==> config.mk <==
export PLATFORM = sky130hd
export DESIGN_NAME = lidar_packet_deframer_top
export DESIGN_NICKNAME = d
export VERILOG_FILES = /design/src/lpd_pkg.sv /design/src/lpd_front.sv /design/src/lpd_queue.sv /design/src/lpd_back.sv /design/src/lidar_packet_deframer_top.sv
export SDC_FILE = /design/constraint.sdc
export NUM_CORES = 1
export LEC_CHECK = 0
export BUFFER_PORTS_ARGS = -buffer_cell sky130_fd_sc_hd__buf_2
export CAP_MARGIN = 20
export CORE_AREA = 4 4 230 232
export DETAILED_ROUTE_END_ITERATION = 8
export DIE_AREA = 0 0 234 236
export PLACE_DENSITY = 0.78
export REMOVE_ABC_BUFFERS = 1
export SLEW_MARGIN = 20
export SYNTH_ARGS = -nofsm -noshare
export SYNTH_HDL_FRONTEND = slang
export SYNTH_SLANG_ARGS = --single-unit
==> constraint.sdc <==
create_clock -name clock -period 8.6 [get_ports clock]
set_clock_uncertainty 0.05 [all_clocks]
set_input_delay 0.86 -clock clock [delete_from_list [all_inputs] [get_ports clock]]
set_output_delay 0.86 -clock clock [all_outputs]
set_load 0.005 [all_outputs]
==> src/lpd_pkg.sv <==
package lpd_pkg;

   // Packet layout on the serial link.
   localparam logic [4:0] PKT_CHK_LO_POS = 5'd20;
   localparam logic [4:0] PKT_LAST_POS   = 5'd21;
   localparam int         CHK_BITS       = 15;
   // Ten 16-bit words, each fold shifts left once: 16 + 10 bits.
   localparam int         ACC_W          = 26;

   // Configuration register indexes.
   localparam logic CSR_SYNC_BYTE  = 1'b0;
   localparam logic CSR_INDEX_BASE = 1'b1;

   // Reset values of the configuration registers.
   localparam logic [7:0] SYNC_BYTE_RESET  = 8'd250;
   localparam logic [7:0] INDEX_BASE_RESET = 8'd160;

   // Packets held between the front and the back.
   localparam int QUEUE_DEPTH = 2;
   localparam int QPTR_W      = $clog2(QUEUE_DEPTH);
   localparam int QCNT_W      = $clog2(QUEUE_DEPTH + 1);

   typedef enum logic {
      FRONT_HUNT,
      FRONT_COLLECT
   } front_state_type;

   // One raw reading as it arrives, low byte first.
   typedef struct packed {
      logic [7:0] int_hi;
      logic [7:0] int_lo;
      logic [7:0] dist_hi;
      logic [7:0] dist_lo;
   } reading_type;

   // A finished packet, as handed from the front to the back.
   typedef struct packed {
      logic                  bad;
      logic [7:0]            base_angle;
      logic [15:0]           speed;
      reading_type [3:0]     readings;
   } pkt_desc_type;

endpackage

==> src/lpd_front.sv <==
module lpd_front (
   input  logic                  clock,
   input  logic                  reset,
   input  logic                  csr_we,
   input  logic                  csr_addr,
   input  logic [7:0]            csr_wdata,
   input  logic                  req_tvalid,
   output logic                  req_tready,
   input  logic [7:0]            req_tdata,
   output logic                  push,
   output lpd_pkg::pkt_desc_type push_desc,
   input  logic                  queue_full
);
   import lpd_pkg::*;

   front_state_type    state_ff, state_in;
   logic [4:0]         count_ff, count_in;
   logic [ACC_W-1:0]   acc_ff, acc_in;
   logic [7:0]         lo_ff, lo_in;
   logic [CHK_BITS-1:0] chk_ff, chk_in;
   logic [7:0]         sync_ff, base_ff;
   logic [7:0]         pkt_ff [0:19];
   logic               accept;
   logic               final_byte;
   logic [15:0]        fold_sum;

   assign accept     = req_tvalid && req_tready;
   assign final_byte = (state_ff == FRONT_COLLECT) && (count_ff == PKT_LAST_POS);

   // Configuration registers.
   always_ff @(posedge clock) begin
      if (reset) begin
         sync_ff <= SYNC_BYTE_RESET;
         base_ff <= INDEX_BASE_RESET;
      end else if (csr_we) begin
         case (csr_addr)
            CSR_SYNC_BYTE:  sync_ff <= csr_wdata;
            CSR_INDEX_BASE: base_ff <= csr_wdata;
            default: ;
         endcase
      end
   end

   // Next state: hunt for the sync byte, then collect a whole packet.
   always_comb begin
      state_in = state_ff;
      case (state_ff)
         FRONT_HUNT: begin
            if (accept && req_tdata == sync_ff) state_in = FRONT_COLLECT;
         end
         FRONT_COLLECT: begin
            if (accept && count_ff == PKT_LAST_POS) state_in = FRONT_HUNT;
         end
         default: state_in = FRONT_HUNT;
      endcase
   end

   // Outputs: the closing byte waits only when the queue has no room.
   always_comb begin
      req_tready = !(final_byte && queue_full);
      push       = accept && final_byte;
   end

   // Fold of the running checksum down to 15 bits.
   assign fold_sum = {1'b0, acc_ff[CHK_BITS-1:0]}
                   + {{(16 - (ACC_W - CHK_BITS)){1'b0}}, acc_ff[ACC_W-1:CHK_BITS]};

   // Byte position, word pairing and checksum update.
   always_comb begin
      count_in = count_ff;
      acc_in   = acc_ff;
      lo_in    = lo_ff;
      chk_in   = chk_ff;
      if (accept) begin
         if (state_ff == FRONT_HUNT) begin
            if (req_tdata == sync_ff) begin
               count_in = 5'd1;
               acc_in   = '0;
               lo_in    = req_tdata;
            end
         end else begin
            if (count_ff == PKT_LAST_POS) begin
               count_in = '0;
            end else begin
               count_in = count_ff + 5'd1;
            end
            if (!count_ff[0]) begin
               lo_in = req_tdata;
            end else if (count_ff < PKT_CHK_LO_POS) begin
               acc_in = {acc_ff[ACC_W-2:0], 1'b0} + {{(ACC_W - 16){1'b0}}, req_tdata, lo_ff};
            end
            if (count_ff == PKT_CHK_LO_POS) chk_in = fold_sum[CHK_BITS-1:0];
         end
      end
   end

   always_ff @(posedge clock) begin
      if (reset) begin
         state_ff <= FRONT_HUNT;
         count_ff <= '0;
      end else begin
         state_ff <= state_in;
         count_ff <= count_in;
      end
   end

   always_ff @(posedge clock) begin
      acc_ff <= acc_in;
      lo_ff  <= lo_in;
      chk_ff <= chk_in;
   end

   // Packet bytes, written at their position and read at fixed places.
   always_ff @(posedge clock) begin
      if (accept && state_ff == FRONT_COLLECT && count_ff < PKT_CHK_LO_POS) begin
         pkt_ff[count_ff] <= req_tdata;
      end
   end

   // Descriptor of the packet that the current byte closes.
   always_comb begin
      push_desc.bad        = {req_tdata, lo_ff} != {1'b0, chk_ff};
      push_desc.base_angle = pkt_ff[1] - base_ff;
      push_desc.speed      = {pkt_ff[3], pkt_ff[2]};
      for (int k = 0; k < 4; k++) begin
         push_desc.readings[k].dist_lo = pkt_ff[4 + 4 * k];
         push_desc.readings[k].dist_hi = pkt_ff[5 + 4 * k];
         push_desc.readings[k].int_lo  = pkt_ff[6 + 4 * k];
         push_desc.readings[k].int_hi  = pkt_ff[7 + 4 * k];
      end
   end

endmodule

==> src/lpd_queue.sv <==
module lpd_queue (
   input  logic                  clock,
   input  logic                  reset,
   input  logic                  push,
   input  lpd_pkg::pkt_desc_type push_desc,
   output logic                  full,
   input  logic                  pop,
   output logic                  pop_valid,
   output lpd_pkg::pkt_desc_type pop_desc
);
   import lpd_pkg::*;

   pkt_desc_type      entry_ff [QUEUE_DEPTH];
   logic [QPTR_W-1:0] wr_ff, rd_ff;
   logic [QCNT_W-1:0] count_ff;
   logic              do_pop;

   assign full      = count_ff == QCNT_W'(QUEUE_DEPTH);
   assign pop_valid = count_ff != '0;
   assign pop_desc  = entry_ff[rd_ff];
   assign do_pop    = pop && pop_valid;

   // Storage; a push is only offered while there is room.
   always_ff @(posedge clock) begin
      if (push) entry_ff[wr_ff] <= push_desc;
   end

   // Pointers and fill level.
   always_ff @(posedge clock) begin
      if (reset) begin
         wr_ff    <= '0;
         rd_ff    <= '0;
         count_ff <= '0;
      end else begin
         if (push) begin
            wr_ff <= (wr_ff == QPTR_W'(QUEUE_DEPTH - 1)) ? '0 : wr_ff + 1'b1;
         end
         if (do_pop) begin
            rd_ff <= (rd_ff == QPTR_W'(QUEUE_DEPTH - 1)) ? '0 : rd_ff + 1'b1;
         end
         case ({push, do_pop})
            2'b10:   count_ff <= count_ff + 1'b1;
            2'b01:   count_ff <= count_ff - 1'b1;
            default: count_ff <= count_ff;
         endcase
      end
   end

endmodule

==> src/lpd_back.sv <==
module lpd_back (
   input  logic                  clock,
   input  logic                  reset,
   input  logic                  pop_valid,
   input  lpd_pkg::pkt_desc_type pop_desc,
   output logic                  pop,
   output logic                  rsp_tvalid,
   input  logic                  rsp_tready,
   output logic [55:0]           rsp_tdata,
   output logic                  rsp_tuser,
   output logic                  rsp_tlast
);
   import lpd_pkg::*;

   pkt_desc_type desc_ff;
   logic         active_ff;
   logic [1:0]   slot_ff;
   logic         out_valid_ff;
   logic [55:0]  data_ff, data_in;
   logic         status_ff, status_in;
   logic         last_ff, last_in;
   logic         advance;
   logic         item_last;
   reading_type  rd;
   logic         flagged;
   logic [13:0]  dist_mm;
   logic [15:0]  inten;

   assign advance   = active_ff && (!out_valid_ff || rsp_tready);
   assign item_last = desc_ff.bad || slot_ff == 2'd3;
   assign pop       = pop_valid && (!active_ff || (advance && item_last));

   // Build the word for the current reading slot.
   always_comb begin
      rd      = desc_ff.readings[slot_ff];
      flagged = rd.dist_hi[7] || rd.dist_hi[6];
      dist_mm = flagged ? '0 : {rd.dist_hi[5:0], rd.dist_lo};
      inten   = flagged ? '0 : {rd.int_hi, rd.int_lo};
      if (desc_ff.bad) begin
         data_in   = '0;
         status_in = 1'b1;
      end else begin
         data_in   = {desc_ff.speed, inten, dist_mm, desc_ff.base_angle, slot_ff};
         status_in = 1'b0;
      end
      last_in = item_last;
   end

   // Packet being drained and the slot within it.
   always_ff @(posedge clock) begin
      if (reset) begin
         active_ff <= 1'b0;
         slot_ff   <= '0;
      end else if (pop) begin
         active_ff <= 1'b1;
         slot_ff   <= '0;
      end else if (advance && item_last) begin
         active_ff <= 1'b0;
      end else if (advance) begin
         slot_ff <= slot_ff + 2'd1;
      end
   end

   always_ff @(posedge clock) begin
      if (pop) desc_ff <= pop_desc;
   end

   // Output register.
   always_ff @(posedge clock) begin
      if (reset) begin
         out_valid_ff <= 1'b0;
      end else if (advance) begin
         out_valid_ff <= 1'b1;
      end else if (rsp_tready) begin
         out_valid_ff <= 1'b0;
      end
   end

   always_ff @(posedge clock) begin
      if (advance) begin
         data_ff   <= data_in;
         status_ff <= status_in;
         last_ff   <= last_in;
      end
   end

   assign rsp_tvalid = out_valid_ff;
   assign rsp_tdata  = data_ff;
   assign rsp_tuser  = status_ff;
   assign rsp_tlast  = last_ff;

endmodule

==> src/lidar_packet_deframer_top.sv <==
// Channel   Direction  Handshake                Payload
// req_      in         req_tvalid/req_tready    req_tdata: rx_byte
// rsp_      out        rsp_tvalid/rsp_tready    tdata, tuser: status, tlast: last
// csr_      in         csr_we                   csr_addr, csr_wdata
//
// One received byte is taken every cycle. A packet closes on its 22nd byte and
// yields one word for a checksum mismatch or four readings, drained one word
// per ready cycle from an output register. A two-packet queue sits between byte
// intake and the drain; the input stalls only on a closing byte while that queue
// is full. Reset is synchronous and resets control state and config registers.
module lidar_packet_deframer_top (
   input  logic        clock,
   input  logic        reset,
   input  logic        csr_we,
   input  logic        csr_addr,
   input  logic [7:0]  csr_wdata,
   input  logic        req_tvalid,
   output logic        req_tready,
   input  logic [7:0]  req_tdata,   // [7:0] rx_byte
   output logic        rsp_tvalid,
   input  logic        rsp_tready,
   output logic [55:0] rsp_tdata,   // [9:0] angle, [23:10] distance_mm,
                                    // [39:24] intensity, [55:40] speed_raw
   output logic        rsp_tuser,   // [0] status
   output logic        rsp_tlast
);
   import lpd_pkg::*;

   logic         push, queue_full, pop, pop_valid;
   pkt_desc_type push_desc, pop_desc;

   lpd_front u_front (
      .clock      (clock),
      .reset      (reset),
      .csr_we     (csr_we),
      .csr_addr   (csr_addr),
      .csr_wdata  (csr_wdata),
      .req_tvalid (req_tvalid),
      .req_tready (req_tready),
      .req_tdata  (req_tdata),
      .push       (push),
      .push_desc  (push_desc),
      .queue_full (queue_full)
   );

   lpd_queue u_queue (
      .clock     (clock),
      .reset     (reset),
      .push      (push),
      .push_desc (push_desc),
      .full      (queue_full),
      .pop       (pop),
      .pop_valid (pop_valid),
      .pop_desc  (pop_desc)
   );

   lpd_back u_back (
      .clock      (clock),
      .reset      (reset),
      .pop_valid  (pop_valid),
      .pop_desc   (pop_desc),
      .pop        (pop),
      .rsp_tvalid (rsp_tvalid),
      .rsp_tready (rsp_tready),
      .rsp_tdata  (rsp_tdata),
      .rsp_tuser  (rsp_tuser),
      .rsp_tlast  (rsp_tlast)
   );

endmodule

==> impl_summary.log <==
[metrics] status: finished clean
[metrics] Ant. Diodes: 0
[metrics] Post-DRT Antenna Nets: 0
[metrics] post-synthesis average cell area: 18.9 µm²
[metrics] crit path time final: 4210 ps
[metrics] RD Place Congestion: 0.848
[metrics] die outline area: 0.0552 mm²
[metrics] global-route wire length before repair: 78900 µm
[metrics] clock slew seen by the registers of the worst setup and hold paths: 60 ps
[metrics] largest fanout of any net on the critical path: 66
[metrics] number of sinks on the clock net: 748
[metrics] core area: 0.0510 mm²
[metrics] number of post-CTS setup repair buffers: 0
[metrics] final std cells w/o fill: 2354
[metrics] launch instance of the worst min-delay path: u_front.pkt_ff[6][4]
[metrics] Skew-Pair Late Insertion Delay: 600 ps
[metrics] Avg WL per Cell: 21.7 µm
[metrics] area taken by flip-flops and latches: 0.0222 mm²
[metrics] origin of the worst setup path: u_back.desc_ff[152]
[metrics] sequence of cells on the critical path: nor2_1 -> o21ai_0 -> o21a_4 -> buf_4 -> buf_4
[metrics] post_cts resized: 0
[metrics] RSZ-0062 raised after global routing: no
[metrics] Critical Path AT: 4370 ps
[metrics] cell type of the slowest stage on the worst timing path: sky130_fd_sc_hd__edfxtp_1
[metrics] Setup-failing EPs final: 0
[metrics] slew at the pin closest to its max-slew limit: 1060 ps
[metrics] biggest area consumer among synthesized cells: sky130_fd_sc_hd__edfxtp_1
[metrics] Hold Violations, Final: 0
[metrics] initial standard-cell utilization of the core: 0.553
[metrics] sequential share of the synthesized area: 0.785
[metrics] Power Density: 224 mW/mm²
[metrics] period utilization: 0.489
[metrics] Max VDD drop: 0.124 mV
[metrics] height of the chip: 236 µm
[metrics] flop and latch count out of synthesis: 748
[metrics] Layout Nets: 1688
[metrics] TritonRoute pass-1 iters: 5
[metrics] most used cell, CP: sky130_fd_sc_hd__buf_4
[metrics] number of maximum-capacitance violations: 0
[metrics] Critical path buffers and inverters: 2
[metrics] ratio of routed vias to standard cells: 5.65
[metrics] x dimension of the die: 234 µm
[metrics] CTS hold repair buffers: 0
[metrics] number of instances in the synthesized netlist: 1495
[metrics] worst path required time: 8760 ps
[metrics] number of top-level design ports: 82
[metrics] total of buffers placed on input and output ports: 81
[metrics] proportion of synthesized flip-flops having asynchronous set or reset: 0
[metrics] antenna violations before repair: 4
[metrics] remaining max-slew budget at the tightest pin: 0.295
[metrics] kind of cell adding the most delay to the critical path: buffers and inverters
[metrics] CTS tree: done
[metrics] sum of net half-perimeters after detailed placement: 28800 µm
[metrics] number of global-route vias before repair: 13800
[metrics] fmax: 0.238 GHz
[metrics] standard-cell rows: 83
[metrics] total wire length after detailed routing: 51200 µm
[metrics] worst flop-to-flop path startpoint: u_back.desc_ff[152]
[metrics] category of the worst setup path launch point: flip-flop
[metrics] proportion of layout cells with a drive suffix above 1: 0.241
[metrics] total leakage power: 10.5 nW
[metrics] buffer levels on the longest clock path: 3
[metrics] number of max-slew violations in the final report: 0
[metrics] dominant register cell in the synthesized netlist: sky130_fd_sc_hd__edfxtp_1
[metrics] top area cells in the synthesized netlist: sky130_fd_sc_hd__edfxtp_1, sky130_fd_sc_hd__mux2_2, sky130_fd_sc_hd__mux4_2
[metrics] placed cell count: 2229
[metrics] critical path capture point type: flip-flop
[metrics] Root Driver: sky130_fd_sc_hd__clkbuf_16
[metrics] Synth Warn #: 0
[metrics] number of clock buffers inserted by TritonCTS: 73
[metrics] multi-input gate area in the final layout: 0.00582 mm²
[metrics] area of the mapped netlist: 0.0282 mm²
[metrics] global-route usage over all layers: 0.188
[metrics] category of the most critical setup path: reg2reg
[metrics] number of fillers in the final layout: 3333
[metrics] EDFF count, synth: 718
[metrics] DRC Markers: 0
[metrics] post-route core utilization: 0.624
[metrics] largest stage delay on the critical path: 1050 ps
[metrics] total congestion overflow: 0
[metrics] area share of the largest cell type after synthesis: 0.764
[metrics] synth unique cells: 58
[metrics] H-tree levels: 3
[metrics] total via count in the routed design: 13300
[metrics] min-delay worst type: reg2reg
[metrics] area grow syn2layout: 12.8%
[metrics] largest net degree at the start of global routing: 136
[metrics] violation count after the first detailed-routing iteration: 1122
[state kept, by name, indices dropped and copies added (netlist names), 5 cells and up]
name              cells
u_front.base_ff       8
u_front.lo_ff         8
u_back.rsp_tdata     56
u_queue.entry_ff    306
u_front.acc_ff       26
u_front.sync_ff       8
u_front.pkt_ff      152
u_front.chk_ff       15
u_front.count_ff      5
u_back.desc_ff      153
[layer usage]
metal,wire (µm),vias to the layer above,part of all wire,GRT usage
li1,-,6042,-,-
met1,21000,6753,0.41,0.246
met2,25800,377,0.50,0.313
met3,2700,113,0.053,0.0359
met4,1650,4,0.032,0.0733
met5,26,-,0.00051,0
[cells by family (layout without fill, tap and decap cells)]
family	after synthesis	in the layout	synth area share
AOI/OAI and AO/OA	130	130	0.0315
buffers and inverters	72	251	0.0102
xor gates and xnor gates	54	54	0.0168
DFF	748	748	0.785
adders and majority gates	42	42	0.0194
and+or+nand+nor	255	255	0.0479
muxes	194	194	0.0889
[cell usage after synthesis, types with 6 or more instances]
library cell	n
sky130_fd_sc_hd__a211o_1	9
sky130_fd_sc_hd__a21o_1	12
sky130_fd_sc_hd__a21oi_1	38
sky130_fd_sc_hd__and2_1	15
sky130_fd_sc_hd__and3_1	11
sky130_fd_sc_hd__buf_2	11
sky130_fd_sc_hd__clkbuf_1	31
sky130_fd_sc_hd__dfxtp_1	30
sky130_fd_sc_hd__edfxtp_1	718
sky130_fd_sc_hd__ha_1	39
sky130_fd_sc_hd__inv_1	27
sky130_fd_sc_hd__mux2_2	153
sky130_fd_sc_hd__mux2i_1	11
sky130_fd_sc_hd__mux4_2	30
sky130_fd_sc_hd__nand2_1	52
sky130_fd_sc_hd__nand2b_1	11
sky130_fd_sc_hd__nand3_1	8
sky130_fd_sc_hd__nand4_1	9
sky130_fd_sc_hd__nor2_1	39
sky130_fd_sc_hd__nor2b_1	68
sky130_fd_sc_hd__nor3_1	15
sky130_fd_sc_hd__nor4_1	7
sky130_fd_sc_hd__o211ai_1	6
sky130_fd_sc_hd__o21a_1	8
sky130_fd_sc_hd__o21ai_0	18
sky130_fd_sc_hd__or3_1	7
sky130_fd_sc_hd__xnor2_1	31
sky130_fd_sc_hd__xor2_1	23
[per-stage QoR]
stage          setup WS [ps]  area, µm²  hold WS, ps  total power [mW]  setup TNS [ps]
2_1_floorplan           -170      28000          371              4.07          -25940
3_3_place_gp            4520      29500          372              4.11               0
3_5_place_dp            4430      29500          379              4.11               0
4_1_cts                 4380      31800          382              7.18               0
5_1_grt                 4060      31800          402              7.35               0
6_report                4390      31800          384              7.13               0
[where the power goes]
group          leakage, nW  switching, mW  internal, mW
registers             6.80        0.00342          3.95
logic                 2.58         0.0531        0.0267
clock network         1.13           1.29          1.81
total                 10.5           1.34          5.79
[path summary, 6_finish.rpt]
path                                           endpoint  slack, ps  cells after the start
worst max-delay path                 u_back.desc_ff[88]       4390                      5
worst min register to register  u_queue.entry_ff[0][20]        380                      0
worst min-delay path            u_queue.entry_ff[0][20]        380                      0
worst max register to register       u_back.desc_ff[88]       4390                      5
[cells in the final DEF (no fill, tap or decap), types with 30 or more instances in the layout]
master / netlist / routed
sky130_fd_sc_hd__a21oi_1: 38 / 37
sky130_fd_sc_hd__buf_2: 11 / 81
sky130_fd_sc_hd__clkbuf_16: 0 / 74
sky130_fd_sc_hd__edfxtp_1: 718 / 718
sky130_fd_sc_hd__ha_1: 39 / 39
sky130_fd_sc_hd__mux2_2: 153 / 153
sky130_fd_sc_hd__mux4_2: 30 / 30
sky130_fd_sc_hd__nand2_1: 52 / 52
sky130_fd_sc_hd__nor2_1: 39 / 38
sky130_fd_sc_hd__nor2b_1: 68 / 67
sky130_fd_sc_hd__xnor2_1: 31 / 31
[cell type report]
cell class	count	area share
inverter	27	0.00318
tap	680	0.0267
sequential	748	0.697
multi-input combinational	675	0.183
clock buffer	81	0.0590
clock inverter	44	0.0139
timing repair buffer	99	0.0175
(Power assumes the default switching activity.)
